$ cat config.mk
export PLATFORM = sky130hd
export DESIGN_NAME = qbrc_sqrt
export DESIGN_NICKNAME = d
export VERILOG_FILES = /design/src/rtl/core/qbrc_sqrt.sv
export SDC_FILE = /design/constraint.sdc
export NUM_CORES = 2
export LEC_CHECK = 0
export BUFFER_PORTS_ARGS = -buffer_cell sky130_fd_sc_hd__buf_4
export CAP_MARGIN = 0
export CORE_ASPECT_RATIO = 0.6
export CORE_MARGIN = 2
export CORE_UTILIZATION = 60
export DETAILED_ROUTE_END_ITERATION = 7
export GPL_ROUTABILITY_DRIVEN = 0
export HOLD_SLACK_MARGIN = 0.05
export PLACE_DENSITY = 0.76
export SYNTH_ARGS = -nofsm -noshare
export SYNTH_HDL_FRONTEND = slang
export SYNTH_SLANG_ARGS = --single-unit
$ cat constraint.sdc
create_clock -name aclk -period 5.22 [get_ports aclk]
set_clock_uncertainty 0.15 [all_clocks]
set_input_delay 0.522 -clock aclk [delete_from_list [all_inputs] [get_ports aclk]]
set_output_delay 0.522 -clock aclk [all_outputs]
set_load 0.01 [all_outputs]
$ cat src/rtl/core/qbrc_sqrt.sv
module qbrc_sqrt #(
    parameter int IN_W   = 52,
    parameter int OUT_W  = 26,
    parameter int SIDE_W = 8
) (
    input  logic              aclk,
    input  logic              aresetn,
    input  logic              en,
    input  logic              in_valid,
    input  logic [IN_W-1:0]   in_rad,
    input  logic [SIDE_W-1:0] in_side,
    output logic              out_valid,
    output logic [OUT_W-1:0]  out_root,
    output logic [SIDE_W-1:0] out_side
);

    // one result bit per stage, msb first; rem holds radicand minus root squared
    logic              vld_reg  [OUT_W];
    logic [IN_W-1:0]   rem_reg  [OUT_W];
    logic [OUT_W-1:0]  root_reg [OUT_W];
    logic [SIDE_W-1:0] side_reg [OUT_W];

    for (genvar i = 0; i < OUT_W; i++) begin : g_stage
        localparam int B = OUT_W - 1 - i;
        logic              v_in;
        logic [IN_W-1:0]   r_in;
        logic [OUT_W-1:0]  q_in;
        logic [SIDE_W-1:0] s_in;
        logic [IN_W:0]     trial;
        logic              take;

        if (i == 0) begin : g_first
            assign v_in = in_valid;
            assign r_in = in_rad;
            assign q_in = '0;
            assign s_in = in_side;
        end else begin : g_next
            assign v_in = vld_reg[i-1];
            assign r_in = rem_reg[i-1];
            assign q_in = root_reg[i-1];
            assign s_in = side_reg[i-1];
        end

        assign trial = ((IN_W+1)'(q_in) << (B + 1)) | ((IN_W+1)'(1) << (2 * B));
        assign take  = {1'b0, r_in} >= trial;

        always_ff @(posedge aclk) begin
            if (!aresetn) begin
                vld_reg[i] <= 1'b0;
            end else if (en) begin
                vld_reg[i] <= v_in;
            end
        end

        always_ff @(posedge aclk) begin
            if (en) begin
                rem_reg[i]  <= take ? r_in - trial[IN_W-1:0] : r_in;
                root_reg[i] <= take ? (q_in | (OUT_W'(1) << B)) : q_in;
                side_reg[i] <= s_in;
            end
        end
    end

    assign out_valid = vld_reg[OUT_W-1];
    assign out_root  = root_reg[OUT_W-1];
    assign out_side  = side_reg[OUT_W-1];

endmodule

==> results.md <==
* Slowest CP cell: nor4_2
* Crit start category: flip-flop
* H-tree depth at 4
* Dpl cells at 8356
* Setup-failing EPs final at 0
* Least-Margin Pin Slew at 1.335 ns
* Clock-pin slew on the worst setup and hold paths at 0.07 ns
* Max stage delay on crit path at 0.87 ns
* CP Max Fanout at 12
* PnR Total Power at 39.90 mW
* Mapped Nets at 6816
* Synth area leaders: edfxtp_1, ha_1, xor2_1, xnor2_1, inv_1
* Top post-synthesis cells by count: edfxtp_1, inv_1, nand2_1, ha_1, nor2_1
* Hold Vio Cnt, Final at 0
* Global-route wire length before repair at just over 300000 um
* Die ar. at approximately 150000 um2
* Clk_lat worst skew at approximately 0.84 ns
* Core region area at 141500 um2
* Synth Flop Type: edfxtp_1
* Initial core utilization at 60.27%
* Area of the mapped netlist at 85290 um2
* Max reg flops at 1300
* DRC Markers at 0
* Part of the Yosys area used for sequential elements at 66.36%
* Share of cells above drive strength 1 at 7.534%
* HPWL after DPL at 144500 um
* TritonCTS buffer count at 169
* Distinct cells, synth at between 90 and 100
* Highest Clock Rate at between 200 and 250 MHz
* Relative slew slack at between 10% and 20%
* Final Cycle Share at around 90%
* Final wirelength at between 200000 and 250000 um
* Status: complete, no violations
* Syn avg cell area at 13.37 um2
* Initial antenna violation count at 7
* Design area at roughly 95000 um2
* Number of port buffers at 98
* Grt ovf at 0
* Placed Area at 88820 um2
* Die Width at 490.7 um
* Clk buf depth at 3
* Antenna-violating nets left at 0
* Setup Buffers After CTS at 0
* Row cnt at around 110
* Post-route insts no fill at between 8000 and 9000
* CP endpoint kind: flip-flop
* TritonCTS clock tree: done
* Count leader, synth: edfxtp_1
* Most Frequent Cell on Critical Path: nand3_1
* Total vias in the final route at between 50000 and 60000
* Cell taking the most area after synthesis: edfxtp_1
* Crit path DAT at 5.22 ns
* Die H at 296.0 um
* Synth top area share at approximately two thirds
* RSZ-0062 raised after global routing: false
* Minimum clock period after layout at 4.808 ns
* Synth-to-layout area growth at 11.43%
* Maximum number of pins on one net before global-route repair at 191
* Setup TNS Final at 0 ns
* FFs w/ async S/R, synth at 0%
* Leakage at 35.62 nW
* Max-slew violations at 0
* Synth warn at 0
* Max_cap viols at 0
* Wire per inst at approximately 23 um
* CP Cell Sequence: ha_1 -> and4b_1 -> nand3_1 -> nor4_2 -> nor2_1 -> nor4bb_4 -> nor3_1 -> nand3_1 -> nor4bb_1 -> xor2_1
* DRT Pass-1 Iters at 6
* CP Data Required Time at 5.63 ns
* Total power per unit cell area at 419.9 nW/um2
* Fill count at a little under 10000
* Post-synth EDFFs at ~1900
* GRT Total Usage at 27.64%
* Io pins at 99
* CP Class: flip-flop to flip-flop
* Root Buffer Master: clkbuf_16
* Nets at ~7100
* Peak VDD IR at 0.0003266 V
* Worst hold margin at between 0.07 and 0.08 ns
* Yosys reg bits at 1885
* Violation count after the first detailed-route iteration at 8853
* Vias in the first global route at 50510
* Synthesized netlist cell count at roughly 6400
* Vias per std cell at 6.242
* Hold Path Class: input pin to flip-flop
* Clock sink count at 1885
==> logic make-up after synthesis <==
kind of cell | after synthesis | synth area share [%]
flops | 1885 | 66.36
simple gates | 1794 | 10.90
compound gates | 1163 | 8.557
buf+inv | 580 | 2.614
xor+xnor | 543 | 5.576
fa+ha+maj | 373 | 5.472
mux | 41 | 0.5208
==> cells in the final DEF (no fill, tap or decap), types with 15 or more instances in the layout <==
| cell | netlist | layout |
|---|---|---|
| clkbuf_16 | 0 | 171 |
| and3_1 | 54 | 54 |
| clkbuf_1 | 86 | 32 |
| clkinv_2 | 0 | 24 |
| o31ai_1 | 52 | 51 |
| clkinv_1 | 1 | 42 |
| and2_1 | 15 | 15 |
| nor4b_1 | 25 | 24 |
| nand4b_1 | 15 | 15 |
| nor3_1 | 171 | 168 |
| a21oi_1 | 282 | 282 |
| a211oi_1 | 33 | 32 |
| mux2_2 | 25 | 25 |
| nand2b_1 | 67 | 67 |
| o211ai_1 | 25 | 25 |
| nor3b_1 | 17 | 16 |
| xor2_1 | 299 | 299 |
| xnor2_1 | 244 | 244 |
| o21a_1 | 79 | 79 |
| or4_1 | 48 | 48 |
| bufinv_16 | 0 | 17 |
| nand4_1 | 76 | 76 |
| nand3b_1 | 23 | 23 |
| nor2b_1 | 45 | 45 |
| or3_1 | 74 | 74 |
| ha_1 | 373 | 373 |
| dlygate4sd3_1 | 0 | 64 |
| buf_4 | 6 | 172 |
| o21ai_0 | 345 | 345 |
| nand3_1 | 78 | 78 |
| or2_2 | 28 | 28 |
| inv_1 | 466 | 466 |
| nor4_1 | 210 | 204 |
| nand2_1 | 447 | 447 |
| nor2_1 | 351 | 350 |
| edfxtp_1 | 1884 | 1884 |
| o21bai_1 | 24 | 24 |
| a31oi_1 | 34 | 33 |
| a21o_1 | 152 | 152 |
| a21boi_0 | 19 | 19 |
==> critical path: cells and delay by family, from the launching register on <==
kind	cells	cell delay, ns
DFF	1	0.40
adders and majority gates	1	0.52
xor gates and xnor gates	1	0.11
and+or+nand+nor	8	3.35
==> power breakdown <==
part | internal, mW | switching [mW]
Combinational | 2.78 | 4.38
Sequential | 18.9 | 1.24
Clock | 6.93 | 5.72
==> metal layers <==
| layer | vias to the layer above | track usage, % | share of wire (%) |
|---|---|---|---|
| met1 | 26740 | 47.35 | 48 |
| li1 | 24590 | - | - |
| met3 | 167 | 11.36 | 16 |
| met4 | 0 | 4.795 | 1.0 |
| met2 | 3000 | 31.43 | 35 |
| met5 | - | 0 | 0 |
==> area by class of cell <==
class | count | area [um2] | area share [%]
clock buffers | 203 | 4399 | 4.629
clock inverters | 106 | 1164 | 1.224
diodes | 2 | 5.005 | 0.005266
well taps | 1907 | 2386 | 2.511
inverters | 469 | 1760 | 1.852
flip-flops and latches | 1885 | 56590 | 59.55
repair buffers | 245 | 2120 | 2.230
multi-input cells | 3914 | 26610 | 28.00
==> worst paths after layout <==
kind	startpoint	to	slack [ns]	cells after the start
worst max-delay path	rem_reg[2][136]$_DFFE_PP_	rem_reg[2][207]$_DFFE_PP_	0.41	10
worst min-delay path	en	side_reg[0][3]$_DFFE_PP_	0.08	1
worst max register to register	rem_reg[2][136]$_DFFE_PP_	rem_reg[2][207]$_DFFE_PP_	0.41	10
worst min register to register	side_reg[18][6]$_DFFE_PP_	side_reg[19][6]$_DFFE_PP_	0.24	0
==> stage by stage <==
step,setup WS [ns],utilization (%)
after floorplan,1.555,-
after CTS,0.1988,67.15
after detailed placement,0.2075,62.76
after global routing,0.2560,67.15
after global placement,0.3973,62.76
final,0.4123,67.16
==> timing repair <==
action,in CTS,in global routing
hold buffers,64,0
endpoints found under the hold margin,87,0
setup endpoints to repair,0,6
gates resized for setup,0,1
Power figures use the tool's default switching activity.
