<file path="src/rtl/core/qbrc_setup.sv">
module qbrc_setup #(
    parameter int CW = 24
) (
    input  logic                 aclk,
    input  logic                 aresetn,
    input  logic                 en,
    input  logic                 in_valid,
    input  logic [8*CW-1:0]      in_data,
    output logic                 out_valid,
    output logic signed [2*CW+4:0] out_disc,
    output logic signed [CW+2:0] out_a,
    output logic signed [CW+1:0] out_h,
    output logic signed [CW:0]   out_c,
    output logic signed [CW:0]   out_x0,
    output logic signed [CW+1:0] out_twohx,
    output logic signed [CW+1:0] out_ax
);

    localparam int AW = CW + 3;
    localparam int HW = CW + 2;
    localparam int YW = CW + 1;
    localparam int XW = CW + 1;
    localparam int TW = CW + 2;
    localparam int PW = 2 * CW + 5;

    logic signed [CW-1:0] sx, sy, cx, cy, ex, ey, px, py;
    logic signed [YW-1:0] y0, y1, y2;

    assign sx = in_data[0*CW +: CW];
    assign sy = in_data[1*CW +: CW];
    assign cx = in_data[2*CW +: CW];
    assign cy = in_data[3*CW +: CW];
    assign ex = in_data[4*CW +: CW];
    assign ey = in_data[5*CW +: CW];
    assign px = in_data[6*CW +: CW];
    assign py = in_data[7*CW +: CW];

    assign y0 = YW'(sy) - YW'(py);
    assign y1 = YW'(cy) - YW'(py);
    assign y2 = YW'(ey) - YW'(py);

    logic                 v1_reg, v2_reg, v3_reg;
    logic signed [AW-1:0] a1_reg, a2_reg, a3_reg;
    logic signed [HW-1:0] h1_reg, h2_reg, h3_reg;
    logic signed [YW-1:0] c1_reg, c2_reg, c3_reg;
    logic signed [XW-1:0] x01_reg, x02_reg, x03_reg;
    logic signed [TW-1:0] thx1_reg, thx2_reg, thx3_reg;
    logic signed [TW-1:0] ax1_reg, ax2_reg, ax3_reg;
    logic signed [2*HW-1:0]  hh2_reg;
    logic signed [AW+YW-1:0] ac2_reg;
    logic signed [PW-1:0] d3_reg;

    always_ff @(posedge aclk) begin
        if (!aresetn) begin
            v1_reg <= 1'b0;
            v2_reg <= 1'b0;
            v3_reg <= 1'b0;
        end else if (en) begin
            v1_reg <= in_valid;
            v2_reg <= v1_reg;
            v3_reg <= v2_reg;
        end
    end

    always_ff @(posedge aclk) begin
        if (en) begin
            // polynomial coefficients relative to the probe
            a1_reg   <= AW'(y0) - (AW'(y1) <<< 1) + AW'(y2);
            h1_reg   <= HW'(y1) - HW'(y0);
            c1_reg   <= y0;
            x01_reg  <= XW'(sx) - XW'(px);
            thx1_reg <= (TW'(cx) - TW'(sx)) <<< 1;
            ax1_reg  <= TW'(sx) - (TW'(cx) <<< 1) + TW'(ex);
            // squares and cross product
            hh2_reg  <= h1_reg * h1_reg;
            ac2_reg  <= a1_reg * c1_reg;
            a2_reg   <= a1_reg;
            h2_reg   <= h1_reg;
            c2_reg   <= c1_reg;
            x02_reg  <= x01_reg;
            thx2_reg <= thx1_reg;
            ax2_reg  <= ax1_reg;
            // discriminant
            d3_reg   <= PW'(hh2_reg) - PW'(ac2_reg);
            a3_reg   <= a2_reg;
            h3_reg   <= h2_reg;
            c3_reg   <= c2_reg;
            x03_reg  <= x02_reg;
            thx3_reg <= thx2_reg;
            ax3_reg  <= ax2_reg;
        end
    end

    assign out_valid = v3_reg;
    assign out_disc  = d3_reg;
    assign out_a     = a3_reg;
    assign out_h     = h3_reg;
    assign out_c     = c3_reg;
    assign out_x0    = x03_reg;
    assign out_twohx = thx3_reg;
    assign out_ax    = ax3_reg;

endmodule

</file>
<file path="config.mk">
export PLATFORM = sky130hd
export DESIGN_NAME = qbrc_setup
export DESIGN_NICKNAME = d
export VERILOG_FILES = /design/src/rtl/core/qbrc_setup.sv
export SDC_FILE = /design/constraint.sdc
export NUM_CORES = 2
export LEC_CHECK = 0
export BUFFER_PORTS_ARGS = -buffer_cell sky130_fd_sc_hd__buf_4
export CAP_MARGIN = 20
export CORE_MARGIN = 5
export CORE_UTILIZATION = 69
export DETAILED_ROUTE_END_ITERATION = 8
export PLACE_DENSITY = 0.88
export SYNTH_ARGS = -nofsm -noshare
export SYNTH_HDL_FRONTEND = slang
export SYNTH_SLANG_ARGS = --single-unit
</file>
<file path="constraint.sdc">
create_clock -name aclk -period 17.4 [get_ports aclk]
set_clock_uncertainty 0.15 [all_clocks]
set_input_delay 2.61 -clock aclk [delete_from_list [all_inputs] [get_ports aclk]]
set_output_delay 2.61 -clock aclk [all_outputs]
set_load 0.01 [all_outputs]
</file>
==> summary.md <==
| Metric | Value |
|---|---|
| Status | complete, no violations |
| Hold Path Class | reg -> reg |
| Final Critical Period | roughly 8.7 ns |
| Die outline area | 0.1190 sq mm |
| Final cycle utilization of the critical path | 49.87% |
| Synth Instances | around 7,300 |
| Gr ovfl total | 0 |
| Share of the synthesized area in the top cell type | 37.27% |
| Initial DRT Pass Iterations | 6 |
| Critical Path Sink Type | register |
| Syn Std Cell Area | a little under 0.08 sq mm |
| Hold_ws | approximately 0.25 ns |
| Synth area leader | fa_1 |
| Post-Syn Area per Cell | around 11 sq um |
| Antenna violations before repair | 25 |
| Max reg flops | 53 |
| Synth cell types | 86 |
| R2R Setup Slk | about 8.7 ns |
| Nets | about 10,000 |
| Data arrival time of the worst path | ~9 ns |
| DP Wirelength | 160.7 mm |
| Top delay family on crit path | adder cells |
| Most common cell in the synthesized netlist | inv_1 |
| Setup Viol. Count Final | 0 |
| Final wirelength | 204.5 mm |
| Crit Reg-Reg Endpoint | hh2_reg[50] |
| Max-slew violations | 0 |
| Worst EP required | 17.65 ns |
| Die width | roughly 340 um |
| First-pass GRT wire length | roughly 320 mm |
| Fmax | 0.1153 GHz |
| Final Wtd Congestion | 0.9573 |
| H-tree levels | 3 |
| Reg2Reg Depth | 27 |
| Final hold vios | 0 |
| Clock transition at the registers of the reported paths | around 0.06 ns |
| Crit path buffers/inverters | 7 |
| WHS Path Cells | 0 |
| CP most frequent cell | fa_1 |
| Crit path kind | reg -> reg |
| Starting density of the core | between 60% and 70% |
| Post-CTS Resized | 0 |
| RSZ-0062 raised after global routing | false |
| # Max-Cap Violations | 0 |
| Cts bufs inserted | 74 |
| Post-synth net total | 9,457 |
| Synth top cells by count | inv_1, fa_1, edfxtp_1 |
| Worst Hold Launch | a2_reg[15] |
| DRT iter0 DRCs | ~4,300 |
| Layout cells sized above 1 | 8.375% |
| Worst Setup SP | h1_reg[7] |
| WL/cell | 22.16 um |
| Post-placement cell area | roughly 0.082 sq mm |
| Area grow syn2layout | 9.514% |
| Residual DRC | 0 |
| # port buffers | slightly above 400 |
| Post-CTS setup buffer count | 0 |
| Clk root buf | clkbuf_16 |
| Synth async-reset ratio | 0% |
| Top cells by area, synth | fa_1, edfxtp_1, inv_1 |
| FF-to-FF Start | h1_reg[7] |
| Final Util | about three quarters |
| CTS Buffer Depth | 3 |
| Chip height | around 340 um |
| Clk_lat worst skew | ~0.66 ns |
| Largest net degree at the start of global routing | 169 |
| Seq/Total Area, Yosys | 24.02% |
| Number of global-route vias before repair | 59,650 |
| Vias per cell | 5.811 |
| Total GRT Usage | 35.57% |
| Seq cells post-synth | 620 |
| Max FO, Critical Path | 17 |
| Core area | 0.1110 sq mm |
| Slew headroom | 20.42% |
| Final Cell Area | 0.08476 sq mm |
| Final setup TNS | 0 ns |
| Top_reg_cell synth | edfxtp_1 |
| Syn. warnings | 0 |
| Clock Sinks | 620 |
| Hold Path End | out_a[15] |
| Startpoint Class | register |
| Cts hold-fix bufs | 0 |
| Post-synth EDFFs | slightly above 600 |
| Number of top-level pins | between 400 and 500 |
| Remaining antenna violation count | 0 |
| DR vias | approximately 54,000 |
| CP max stage cell | edfxtp_1 |
| Worst slew pin tran | approximately 1.2 ns |
| Max stage delay on crit path | ~0.84 ns |
| # rows | around 120 |
| CTS tree | built |
cell families (layout without fill, tap and decap cells):
| group | Yosys count | count (layout) | synth area share (%) |
|---|---|---|---|
| compound gates | 759 | 759 | 6.411 |
| xor+xnor | 323 | 323 | 3.655 |
| fa+ha+maj | 1964 | 1964 | 45.73 |
| buf+inv | 2019 | 2447 | 9.796 |
| flops | 620 | 620 | 24.02 |
| mux | 6 | 6 | 0.07921 |
| other cells | 1 | 16 | 0.004845 |
| simple gates | 1605 | 1605 | 10.31 |
worst register-to-register path, cell delays in order, from the launching register on:
cell and delay (ns):
edfxtp_1 0.84, buf_4 0.39, and2_1 0.21, fa_1 0.43, fa_1 0.51, inv_1 0.06, fa_1 0.53, inv_1 0.06
fa_1 0.49, inv_1 0.06, fa_1 0.55, inv_1 0.05, fa_1 0.48, inv_1 0.05, fa_1 0.47, inv_1 0.04
ha_1 0.32, and3_1 0.23, and2_1 0.20, a22oi_1 0.23, o21ai_2 0.15, a211oi_1 0.37, o21ai_1 0.30, a31oi_2 0.45
a2111oi_2 0.16, o41ai_2 0.37, o21ai_1 0.14, xor2_1 0.16
final cells by class:
class                   instances  area [sq um]
multi-input cells            4658         51230
clock buffers                  86          1918
fillers                      7052         26210
inverters                    1829          6865
clock inverters                49         501.7
repair buffers                483          3761
flip-flops and latches        620         18590
well taps                    1488          1862
diodes                         15         37.54
per-stage QoR:
stage                     worst slack (ns)  cells
after detailed placement             8.563   9073
after CTS                            8.865   9208
after floorplan                      9.488   7297
after global routing                 8.405   9215
final                                8.723   9228
after global placement               8.641   9071
layout by cell type (no fill, tap or decap), types with 52 or more instances in the layout:
cell and n:
a21o_1 143, a21oi_1 233, and2_1 489, buf_4 474
clkbuf_16 75, edfxtp_1 617, fa_1 1441, ha_1 523
inv_1 1829, nand2_1 603, nand2b_1 58, nand3_1 52
nor2_1 191, nor2b_1 67, o21ai_0 129, xnor2_1 233
xor2_1 90
layer usage:
layer | global-route usage, % | share of wire, % | wire, um
met1 | 42.46 | 34 | 70450
met2 | 58.71 | 48 | 97640
met3 | 11.60 | 12 | 24680
met4 | 17.47 | 5.7 | 11600
met5 | 0 | 0.062 | 127
how the worst max path moves through the flow:
stage                             end  cells after the start  slack, ns
after floorplan            a1_reg[26]                     26       9.49
after global placement     a1_reg[26]                     27       8.64
after detailed placement   a1_reg[26]                     27       8.56
after CTS                 hh2_reg[50]                     27       8.87
after global routing      hh2_reg[47]                     24       8.41
final                     hh2_reg[50]                     27       8.72
Power is not shown: default switching activity piles up to over one toggle a cycle in this logic, so the estimate is an artifact.
